File: config.mk
export PLATFORM = sky130hd
export DESIGN_NAME = joint_stiffness_loss_detector
export DESIGN_NICKNAME = d
export VERILOG_FILES = /design/src/rtl/jsld_pkg.sv /design/src/rtl/jsld_update.sv /design/src/rtl/joint_stiffness_loss_detector.sv
export SDC_FILE = /design/constraint.sdc
export NUM_CORES = 1
export LEC_CHECK = 0
export BUFFER_PORTS_ARGS = -buffer_cell sky130_fd_sc_hd__buf_4
export CORE_UTILIZATION = 45
export CTS_CLUSTER_SIZE = 40
export DETAILED_ROUTE_END_ITERATION = 8
export PLACE_DENSITY = 0.58
export SLEW_MARGIN = 10
export SYNTH_ARGS = -nofsm -noshare
export SYNTH_HDL_FRONTEND = slang
export SYNTH_SLANG_ARGS = --single-unit
File: constraint.sdc
create_clock -name aclk -period 11.8 [get_ports aclk]
set_input_delay 1.77 -clock aclk [delete_from_list [all_inputs] [get_ports aclk]]
set_output_delay 1.77 -clock aclk [all_outputs]
set_load 0.01 [all_outputs]
File: src/rtl/jsld_pkg.sv
package jsld_pkg;

    // Fixed field widths
    localparam int JOINT_IDX_W = 5;
    localparam int VALUE_W     = 16;
    localparam int LIMIT_W     = 8;
    localparam int MASK_W      = 26;
    localparam int MASK_EXT_W  = 1 << JOINT_IDX_W;
    localparam int CFG_INDEX_W = 3;
    localparam int CFG_DATA_W  = 26;

    // Register indexes of the configuration port
    typedef enum logic [CFG_INDEX_W-1:0] {
        CFG_DISABLED_MASK     = 3'd0,
        CFG_ANGLE_THRESHOLD   = 3'd1,
        CFG_CURRENT_THRESHOLD = 3'd2,
        CFG_MISS_LIMIT        = 3'd3,
        CFG_HIT_LIMIT         = 3'd4
    } cfg_reg_t;

    // Reset values of the registers
    localparam logic [MASK_W-1:0]  DISABLED_MASK_RST     = '0;
    localparam logic [VALUE_W-1:0] ANGLE_THRESHOLD_RST   = 16'd715;
    localparam logic [VALUE_W-1:0] CURRENT_THRESHOLD_RST = 16'd410;
    localparam logic [LIMIT_W-1:0] MISS_LIMIT_RST        = 8'd5;
    localparam logic [LIMIT_W-1:0] HIT_LIMIT_RST         = 8'd10;

    typedef struct packed {
        logic [MASK_W-1:0]  disabled_mask;
        logic [VALUE_W-1:0] angle_threshold;
        logic [VALUE_W-1:0] current_threshold;
        logic [LIMIT_W-1:0] miss_limit;
        logic [LIMIT_W-1:0] hit_limit;
    } cfg_t;

    // One joint sample held in the input stage
    typedef struct packed {
        logic [JOINT_IDX_W-1:0] joint_index;
        logic [VALUE_W-1:0]     angle_error;
        logic [VALUE_W-1:0]     motor_current;
        logic                   body_dead;
        logic                   frame_last;
    } sample_t;

    // Status from the counter update back to the top level
    typedef struct packed {
        logic wr_en;
        logic lost;
    } upd_status_t;

endpackage

File: src/rtl/jsld_update.sv
module jsld_update #(
    parameter int NUM_JOINTS  = 26,
    parameter int COUNT_WIDTH = 8
) (
    input  jsld_pkg::cfg_t            cfg,
    input  jsld_pkg::sample_t         sample,
    input  logic [COUNT_WIDTH-1:0]    hit_cur,
    input  logic [COUNT_WIDTH-1:0]    miss_cur,
    output logic [COUNT_WIDTH-1:0]    hit_new,
    output logic [COUNT_WIDTH-1:0]    miss_new,
    output jsld_pkg::upd_status_t     status
);
    import jsld_pkg::*;

    localparam int CMP_W = (COUNT_WIDTH > LIMIT_W) ? COUNT_WIDTH : LIMIT_W;

    logic [MASK_EXT_W-1:0]  mask_ext;
    logic                   in_range;
    logic                   skip;
    logic                   ang_above;
    logic                   cur_below;
    logic [COUNT_WIDTH-1:0] hit_inc;
    logic [COUNT_WIDTH-1:0] miss_inc;
    logic [COUNT_WIDTH-1:0] hit_step;

    // Decide whether this sample touches the counters
    assign mask_ext = MASK_EXT_W'(cfg.disabled_mask);
    assign in_range = int'(sample.joint_index) < NUM_JOINTS;
    assign skip     = sample.body_dead || !in_range || mask_ext[sample.joint_index];

    // Threshold compares
    assign ang_above = sample.angle_error > cfg.angle_threshold;
    assign cur_below = sample.motor_current < cfg.current_threshold;

    // Saturating increments
    assign hit_inc  = (hit_cur == '1) ? hit_cur : hit_cur + 1'b1;
    assign miss_inc = (miss_cur == '1) ? miss_cur : miss_cur + 1'b1;

    // Hit: hits rise, misses clear; not above threshold: misses rise
    always_comb begin
        hit_step = hit_cur;
        miss_new = miss_cur;
        if (ang_above) begin
            if (cur_below) begin
                hit_step = hit_inc;
                miss_new = '0;
            end
        end else begin
            miss_new = miss_inc;
        end
    end

    // Too many misses drop the hit count
    assign hit_new = (CMP_W'(miss_new) > CMP_W'(cfg.miss_limit)) ? '0 : hit_step;

    assign status.wr_en = !skip;
    assign status.lost  = !skip && (CMP_W'(hit_new) > CMP_W'(cfg.hit_limit));

endmodule

File: src/rtl/joint_stiffness_loss_detector.sv
// Channel  | Direction | Handshake           | Payload
// s_       | in        | s_valid / s_ready   | joint sample (index, angle, current, flags)
// m_       | out       | m_valid / m_ready   | joint_id, joint_lost, frame_loss, frame_end
// cfg_     | in        | cfg_wr_en           | cfg_index, cfg_wdata
//
// A transaction enters an input register, the counter update runs between that
// register and the result register, so a result passes both registers in turn;
// one transaction is taken every cycle unless a stall on m_ holds the result register.
// Samples marked invalid are taken and dropped without a result.
// A stall on m_ holds the result register; the input register still fills once.
// Synchronous active-low reset clears all counters, the frame flag, the configuration registers and the valid flags.
module joint_stiffness_loss_detector #(
    parameter int NUM_JOINTS  = 26,
    parameter int COUNT_WIDTH = 8
) (
    input  logic                                aclk,
    input  logic                                aresetn,
    // Configuration
    input  logic                                cfg_wr_en,
    input  logic [jsld_pkg::CFG_INDEX_W-1:0]    cfg_index,
    input  logic [jsld_pkg::CFG_DATA_W-1:0]     cfg_wdata,
    // Sample input
    input  logic                                s_valid,
    output logic                                s_ready,
    input  logic [jsld_pkg::JOINT_IDX_W-1:0]    s_joint_index,
    input  logic [jsld_pkg::VALUE_W-1:0]        s_angle_error,
    input  logic [jsld_pkg::VALUE_W-1:0]        s_motor_current,
    input  logic                                s_body_dead,
    input  logic                                s_sample_valid,
    input  logic                                s_frame_last,
    // Result output
    output logic                                m_valid,
    input  logic                                m_ready,
    output logic [jsld_pkg::JOINT_IDX_W-1:0]    m_joint_id,
    output logic                                m_joint_lost,
    output logic                                m_frame_loss,
    output logic                                m_frame_end
);
    import jsld_pkg::*;

    localparam int JW = (NUM_JOINTS > 1) ? $clog2(NUM_JOINTS) : 1;
    localparam int IW = (JW > JOINT_IDX_W) ? JW : JOINT_IDX_W;

    cfg_t                   cfg_reg;
    logic                   s1_vld_reg;
    sample_t                s1_reg;
    logic                   m_valid_reg;
    logic [JOINT_IDX_W-1:0] m_joint_id_reg;
    logic                   m_joint_lost_reg;
    logic                   m_frame_loss_reg;
    logic                   m_frame_end_reg;
    logic                   frame_flag_reg;
    logic [COUNT_WIDTH-1:0] hit_cnt_reg  [NUM_JOINTS];
    logic [COUNT_WIDTH-1:0] miss_cnt_reg [NUM_JOINTS];

    logic                   advance;
    logic                   commit;
    logic [IW-1:0]          idx_ext;
    logic [JW-1:0]          sel;
    logic [COUNT_WIDTH-1:0] hit_new;
    logic [COUNT_WIDTH-1:0] miss_new;
    upd_status_t            status;
    logic                   frame_loss_next;

    // Configuration writes; unknown indexes are ignored
    always_ff @(posedge aclk) begin
        if (!aresetn) begin
            cfg_reg.disabled_mask     <= DISABLED_MASK_RST;
            cfg_reg.angle_threshold   <= ANGLE_THRESHOLD_RST;
            cfg_reg.current_threshold <= CURRENT_THRESHOLD_RST;
            cfg_reg.miss_limit        <= MISS_LIMIT_RST;
            cfg_reg.hit_limit         <= HIT_LIMIT_RST;
        end else if (cfg_wr_en) begin
            unique case (cfg_index)
                CFG_DISABLED_MASK:     cfg_reg.disabled_mask     <= cfg_wdata[MASK_W-1:0];
                CFG_ANGLE_THRESHOLD:   cfg_reg.angle_threshold   <= cfg_wdata[VALUE_W-1:0];
                CFG_CURRENT_THRESHOLD: cfg_reg.current_threshold <= cfg_wdata[VALUE_W-1:0];
                CFG_MISS_LIMIT:        cfg_reg.miss_limit        <= cfg_wdata[LIMIT_W-1:0];
                CFG_HIT_LIMIT:         cfg_reg.hit_limit         <= cfg_wdata[LIMIT_W-1:0];
                default: ;
            endcase
        end
    end

    // Handshake: the result register frees the input register
    assign advance = !m_valid_reg || m_ready;
    assign s_ready = !s1_vld_reg || advance;
    assign commit  = s1_vld_reg && advance;

    // Input register; drop invalid samples here
    always_ff @(posedge aclk) begin
        if (!aresetn) begin
            s1_vld_reg <= 1'b0;
        end else if (s_ready) begin
            s1_vld_reg <= s_valid && s_sample_valid;
        end
    end

    always_ff @(posedge aclk) begin
        if (s_ready && s_valid) begin
            s1_reg.joint_index   <= s_joint_index;
            s1_reg.angle_error   <= s_angle_error;
            s1_reg.motor_current <= s_motor_current;
            s1_reg.body_dead     <= s_body_dead;
            s1_reg.frame_last    <= s_frame_last;
        end
    end

    // Select the joint's counters
    assign idx_ext = IW'(s1_reg.joint_index);
    assign sel     = idx_ext[JW-1:0];

    jsld_update #(
        .NUM_JOINTS  (NUM_JOINTS),
        .COUNT_WIDTH (COUNT_WIDTH)
    ) u_update (
        .cfg      (cfg_reg),
        .sample   (s1_reg),
        .hit_cur  (hit_cnt_reg[sel]),
        .miss_cur (miss_cnt_reg[sel]),
        .hit_new  (hit_new),
        .miss_new (miss_new),
        .status   (status)
    );

    // Write back the counters of the committed sample
    always_ff @(posedge aclk) begin
        if (!aresetn) begin
            for (int i = 0; i < NUM_JOINTS; i++) begin
                hit_cnt_reg[i]  <= '0;
                miss_cnt_reg[i] <= '0;
            end
        end else if (commit && status.wr_en) begin
            hit_cnt_reg[sel]  <= hit_new;
            miss_cnt_reg[sel] <= miss_new;
        end
    end

    // Frame flag: set by a lost joint, clear after the last result of a frame
    assign frame_loss_next = frame_flag_reg || status.lost;

    always_ff @(posedge aclk) begin
        if (!aresetn) begin
            frame_flag_reg <= 1'b0;
        end else if (commit) begin
            frame_flag_reg <= frame_loss_next && !s1_reg.frame_last;
        end
    end

    // Result register
    always_ff @(posedge aclk) begin
        if (!aresetn) begin
            m_valid_reg <= 1'b0;
        end else if (advance) begin
            m_valid_reg <= s1_vld_reg;
        end
    end

    always_ff @(posedge aclk) begin
        if (commit) begin
            m_joint_id_reg   <= s1_reg.joint_index;
            m_joint_lost_reg <= status.lost;
            m_frame_loss_reg <= frame_loss_next;
            m_frame_end_reg  <= s1_reg.frame_last;
        end
    end

    assign m_valid      = m_valid_reg;
    assign m_joint_id   = m_joint_id_reg;
    assign m_joint_lost = m_joint_lost_reg;
    assign m_frame_loss = m_frame_loss_reg;
    assign m_frame_end  = m_frame_end_reg;

endmodule

==> Yosys cells after proc, flatten, opt, wreduce, memory -nomap -nowiden <==
Memory sizes are Yosys's and may differ from the RTL's. A register that Yosys moved wholly into a read port is not among the register bits.
Index checks and enable logic that the tools add are counted.
{ "totals": {"n_memories": 2, "output_inout_bits": 10, "elab_cells": 78, "ff_bits": 124, "ramBits": 416} }
{ "memory_table": {"columns": ["name", "words", "width", "rd", "rd_clocked_by_memory_dff", "wr", "line", "text"], "rows": [
  ["hit_cnt_reg", 26, 8, 1, 1, 26, "joint_stiffness_loss_detector.sv:53", "logic [COUNT_WIDTH-1:0] hit_cnt_reg [NUM_JOINTS];"],
  ["miss_cnt_reg", 26, 8, 1, 1, 26, "joint_stiffness_loss_detector.sv:54", "logic [COUNT_WIDTH-1:0] miss_cnt_reg [NUM_JOINTS];"]
]} }
{ "classes": {"add_sub_neg": 2, "n_eq_ne": 6, "mux": 21, "n_lt_le_gt_ge": 6, "reduce_logical": 24} }
{ "op_table": {"columns": ["op", "n"], "rows": [
  ["2-to-1 mux 8 bit", 9],
  ["2-to-1 mux 5 bit", 4],
  ["adder 8 x 1 -> 8 bit (second input constant)", 2],
  ["equality test 8 bit (second input constant)", 2],
  ["greater-than comparator 16 bit", 1],
  ["greater-than comparator 8 bit", 2],
  ["< comparator 16 bit", 1],
  ["OR reduction 8 bit", 2],
  ["AND reduction 2 bit", 5],
  ["2-to-1 mux 1 bit", 7],
  ["equality test 3 x 2 -> 1 bit (second input constant)", 2],
  ["logical AND 1 bit", 6],
  ["< comparator 5 x 6 -> 1 bit (second input constant)", 1],
  ["binary-select mux 1 bit (select 5 bit)", 1],
  ["zero test 1 bit", 5],
  ["logical OR 1 bit", 5],
  ["< comparator 5 bit (second input constant)", 1],
  ["equality test 3 x 1 -> 1 bit (second input constant)", 1],
  ["equality test 3 bit (second input constant)", 1],
  ["zero test 3 bit", 1]
]} }

==> Logic depth before layout (Yosys ltp) <==
{ "logic_depth": {"ltp_word": 11, "ltp_mapped": 37} }

==> Hierarchy <==
Synthesis repeated with hierarchy kept, for this count alone.
{ "hier_totals": {"cells_unflattened": 2298, "area_unflattened_um2": 29537.1} }
{ "modules_own_cells": {"columns": ["module", "n_inst", "seq_area_each_um2", "area_per_inst_um2", "cells_per_inst"], "rows": [
  ["joint_stiffness_loss_detector", 1, 18427.7, 27585.2, 2043],
  ["jsld_update", 1, 0.0, 1951.9, 255]
]} }

==> Worst setup path before layout <==
OpenSTA, ideal clock, no wires.
{ "synth_path": {"path_type": "flip-flop to flip-flop", "from": "register with a tool-made name", "to": "register m_frame_loss_reg (netlist: m_frame_loss) (data pin)", "setup_time_ps": 262, "path_stages_with_launch": 35, "t_arrival_ps": 6567, "slack_ps": 4971, "period_less_slack_ps": 6829, "required_ps": 11538, "cell_sequence": "dfxtp_1 -> buf_6 -> buf_12 -> buf_12 -> mux4_1 -> mux4_2 -> mux2_2 -> ha_1 -> nand3_1 -> or2_1 -> o311a_1 -> buf_6 -> buf_6 -> inv_1 -> ha_1 -> nor2b_1 -> o21a_1 -> o21ai_0 -> nand2b_1 -> a21oi_1 -> o21ai_0 -> o31a_1 -> clkbuf_1 -> clkbuf_1 -> clkbuf_1 -> nor3_1 -> ha_1 -> nor2b_1 -> o21a_1 -> o21ai_0 -> nand2b_1 -> a21oi_1 -> o21ai_0 -> and3_1 -> or2_2"} }
{ "synth_rtl": {"columns": ["item", "line", "text"], "rows": [
  ["end signal, assigned", "joint_stiffness_loss_detector.sv:163", "m_frame_loss_reg <= frame_loss_next;"],
  ["end, declared", "joint_stiffness_loss_detector.sv:50", "logic m_frame_loss_reg;"]
]} }

==> reports/summary.log <==
INFO  status         status=finished, final reports clean
INFO  global_route   grt_first_pass_wirelength=123000um
INFO  global_route   grt_start_max_net_pins=100
INFO  detailed_routing drt_drc_violations_left=0
INFO  yosys          synthesis.instances=2108
INFO  power          ir_drop=0.1369mV
INFO  yosys          yosys.area.top_type=sky130_fd_sc_hd__edfxtp_1
INFO  detailed_routing detail-route-antenna-nets=0
INFO  min_path       min-delay-path-class=flip-flop to flip-flop
INFO  final_layout   fillCellCount=5432
INFO  floorplanning  area_of_the_core=0.06435sqmm
INFO  worst_setup_path worst_setup_path_end_kind=flip-flop
INFO  power          p_sw=1555uW
INFO  yosys          synth.lib_cells_used.distinct=84
INFO  power          clock_power_share=38.4%
INFO  power          fin_total_pwr=5663uW
INFO  yosys          synth.top_cell.area_share=57.29%
INFO  final_layout   area_growth_syn_to_layout=13.10%
INFO  clocking       clock_latency=630ps
INFO  clocking       tritoncts=yes
INFO  sta            finalWorstPathRequiredPeriod=8239ps
INFO  detailed_routing drtIter0Drc=1774
INFO  floorplanning  initial_core_util=45.54%
INFO  placement      dp.cells=3020
INFO  sta            timing_hold_violations_final=0
INFO  yosys          synth_area=0.02930sqmm
INFO  floorplanning  die_outline_width=257.2um
INFO  clocking       cts_htree_levels=3
INFO  yosys          synthFlopType=sky130_fd_sc_hd__edfxtp_1
INFO  yosys          yosys_warnings=0
INFO  clocking       post_cts_resized=0
INFO  global_route   remaining_global_route_overflow=0
INFO  detailed_routing drt-total-wl=82780um
INFO  clocking       cts_inserted_buffers=72
INFO  final_layout   fin_cells=3153
INFO  sta            period_share=69.82%
INFO  clocking       root_buffer=sky130_fd_sc_hd__clkbuf_16
INFO  detailed_routing vias=18600
INFO  worst_setup_path type_of_the_worst_setup_path=flip-flop to flip-flop
INFO  yosys          number_of_enable_flip_flop_cells_after_synthesis=559
INFO  power          power_report.internal_total=4109uW
INFO  power          power.density=170.9mW/mm^2
INFO  worst_setup_path critPathArrivalTime=8610ps
INFO  clocking       worst_setup_hold_path_clk_slew=60ps
INFO  run            drv_cap=0
INFO  global_route   first_global_vias=18800
INFO  power          total_leakage_power=0.01180uW
INFO  global_route   groute.usage.overall=25.44%
INFO  sta            finalSetupViolations=0
INFO  yosys          synth_top_cells_by_area=sky130_fd_sc_hd__edfxtp_1 (57%), sky130_fd_sc_hd__mux4_2 (8.4%), sky130_fd_sc_hd__dfxtp_1 (5.6%), sky130_fd_sc_hd__nor3_1 (3.0%), sky130_fd_sc_hd__nand2_1 (2.6%)
INFO  sta            worst_clock_skew=25.87ps
INFO  global_route   antenna_found_initial=5
INFO  detailed_routing first_pass_iters=5
INFO  sta            actual_slew_at_the_worst_max_slew_pin=1211ps
INFO  yosys          ys_seq_elements=641
INFO  placement      io_buffer_count=83
INFO  placement      routabilityCongestion=0.8341
INFO  final_layout   design.final.nets=2362
INFO  floorplanning  die_area=0.06614sqmm
INFO  placement      dp.final_hpwl=51440um
INFO  yosys          synth_async_sr_flop_share=0%
INFO  clocking       post-cts-setup-buffer-count=0
INFO  clocking       cts.path.max_buffers=3
INFO  detailed_routing routed_via_density=5.900
INFO  detailed_routing post_drt_wl_per_cell=26.25um
INFO  power          sequential_group_share_of_total_power=47.1%
INFO  floorplanning  dieHeight=257.2um
INFO  yosys          postSynthAreaPerCell=13.90squm
INFO  clocking       cts_num_sinks=641
INFO  sta            timing.fmax=0.1214GHz
INFO  sta            fin_setup_tns=0ps
INFO  worst_setup_path start_kind=flip-flop
INFO  final_layout   drive_gt1_share=20.52%
INFO  floorplanning  floorplan.rows=93
INFO  worst_setup_path timing.critical_path.required=12170ps
INFO  sta            final-max-slew-violation-count=0
INFO  yosys          fraction_of_the_yosys_area_taken_by_sequential_cells=62.89%
INFO  floorplanning  ios=84
INFO  worst_setup_path crit_path_max_fanout=99
INFO  sta            slew-limit-headroom=19.08%
INFO  clocking       cts.hold.buffers_added=0
INFO  power          power_frac_comb=14.6%
INFO  sta            rsz0062_at_grt=no
INFO  power          p_sw_share=27.45%
[cell type report]
| class | instances | area [sq um] | area share [%] |
|---|---|---|---|
| sequential | 641 | 18440 | 55.64 |
| clock inverter | 29 | 201.4 | 0.6079 |
| tap | 855 | 1070 | 3.228 |
| multi-input combinational | 1321 | 10050 | 30.34 |
| clock buffer | 101 | 2056 | 6.203 |
| antenna | 3 | 7.507 | 0.02265 |
| timing repair buffer | 140 | 1076 | 3.247 |
| inverter | 63 | 236.5 | 0.7136 |
[layer usage]
metal | routed length, um | vias to the layer above | track usage [%] | share of wire (%)
met5 | 9 | - | 0 | 0.011
met4 | 3298 | 2 | 10.15 | 4.0
met3 | 7495 | 183 | 5.940 | 9.1
met2 | 39410 | 875 | 41.20 | 48
met1 | 32570 | 9357 | 33.06 | 39
li1 | - | 8187 | - | -
[logic make-up after synthesis]
kind of cell    after synthesis  share of synthesized area (%)
xor+xnor                      1                        0.05553
compound gates              177                          4.539
flops                       641                          62.89
fa+ha+maj                    49                          2.092
simple gates                788                          13.56
mux                         210                          12.71
other cells                   1                        0.01280
buf+inv                     241                          4.146
[power groups by stage]
| stage | clock network [uW] | logic [uW] | registers, uW |
|---|---|---|---|
| floorplan | 0 | 592 | 2680 |
| global placement | 0 | 808 | 2710 |
| detailed placement | 0 | 819 | 2710 |
| CTS | 2200 | 820 | 2670 |
| global route | 2280 | 883 | 2680 |
| finish | 2170 | 826 | 2660 |
[placed cells by master (no fill, tap or decap), drive strengths merged, types with 18 or more instances in the layout]
master  instances
ha             49
o21ai          19
a22oi          18
dfxtp          82
nand3          34
nand4          19
nor3          194
inv            65
conb           96
buf           140
mux2i          69
a21boi         61
edfxtp        559
clkbuf        101
clkinv         24
nor2b          19
nor2          194
nand2         206
mux4          123
nor4           73
mux2           18
[through the flow]
step / setup WS, ps / hold slack [ps] / cell area, sq um / util (%)
floorplan: 4971 / 424.4 / 29660 / -
global placement: 3773 / 451.3 / 30870 / 47.98
detailed placement: 3622 / 456.2 / 30870 / 47.98
CTS: 3601 / 464.3 / 33130 / 51.49
global route: 2917 / 481.5 / 33130 / 51.49
finish: 3561 / 461.3 / 33140 / 51.50
[final timing paths]
kind	start	end	slack, ps	cells past startpoint
worst max-delay path	flip-flop	m_frame_loss	3560	23
worst min-delay path	cfg_reg[58]	cfg_reg[58]	460	2
worst max register to register	flip-flop	m_frame_loss	3560	23
worst min register to register	cfg_reg[58]	cfg_reg[58]	460	2
[critical path, stage by stage (launching register included)]
cell and delay (ps):
sky130_fd_sc_hd__dfxtp_4 690, sky130_fd_sc_hd__buf_12 540, sky130_fd_sc_hd__mux4_2 410, sky130_fd_sc_hd__mux4_2 500
sky130_fd_sc_hd__mux2_2 310, sky130_fd_sc_hd__nand2_1 120, sky130_fd_sc_hd__or3b_1 160, sky130_fd_sc_hd__nor3b_1 210
sky130_fd_sc_hd__o32a_1 930, sky130_fd_sc_hd__inv_1 340, sky130_fd_sc_hd__ha_1 410, sky130_fd_sc_hd__a21oi_1 70
sky130_fd_sc_hd__o21ai_0 190, sky130_fd_sc_hd__o31a_2 500, sky130_fd_sc_hd__buf_4 710, sky130_fd_sc_hd__nor2_1 290
sky130_fd_sc_hd__ha_1 370, sky130_fd_sc_hd__o21a_1 110, sky130_fd_sc_hd__o21ai_0 160, sky130_fd_sc_hd__nand2b_1 70
sky130_fd_sc_hd__a21oi_1 140, sky130_fd_sc_hd__o21ai_0 100, sky130_fd_sc_hd__and3_1 190, sky130_fd_sc_hd__or2_2 260
[Yosys cell counts, drive strengths merged (8+ instances only)]
library cell and number:
mux4 123, nor2 194, inv 62, ha 49
nor2b 19, mux2i 69, nor3 194, a22oi 18
dfxtp 82, o21ai 19, nand4 19, o211ai 14
nand3 34, clkbuf 102, edfxtp 559, nand2 206
a21oi 16, buf 76, nand2b 8, and3 10
nor4 73, mux2 18, a21boi 61
Note: power is estimated with default switching activity, not from simulation.
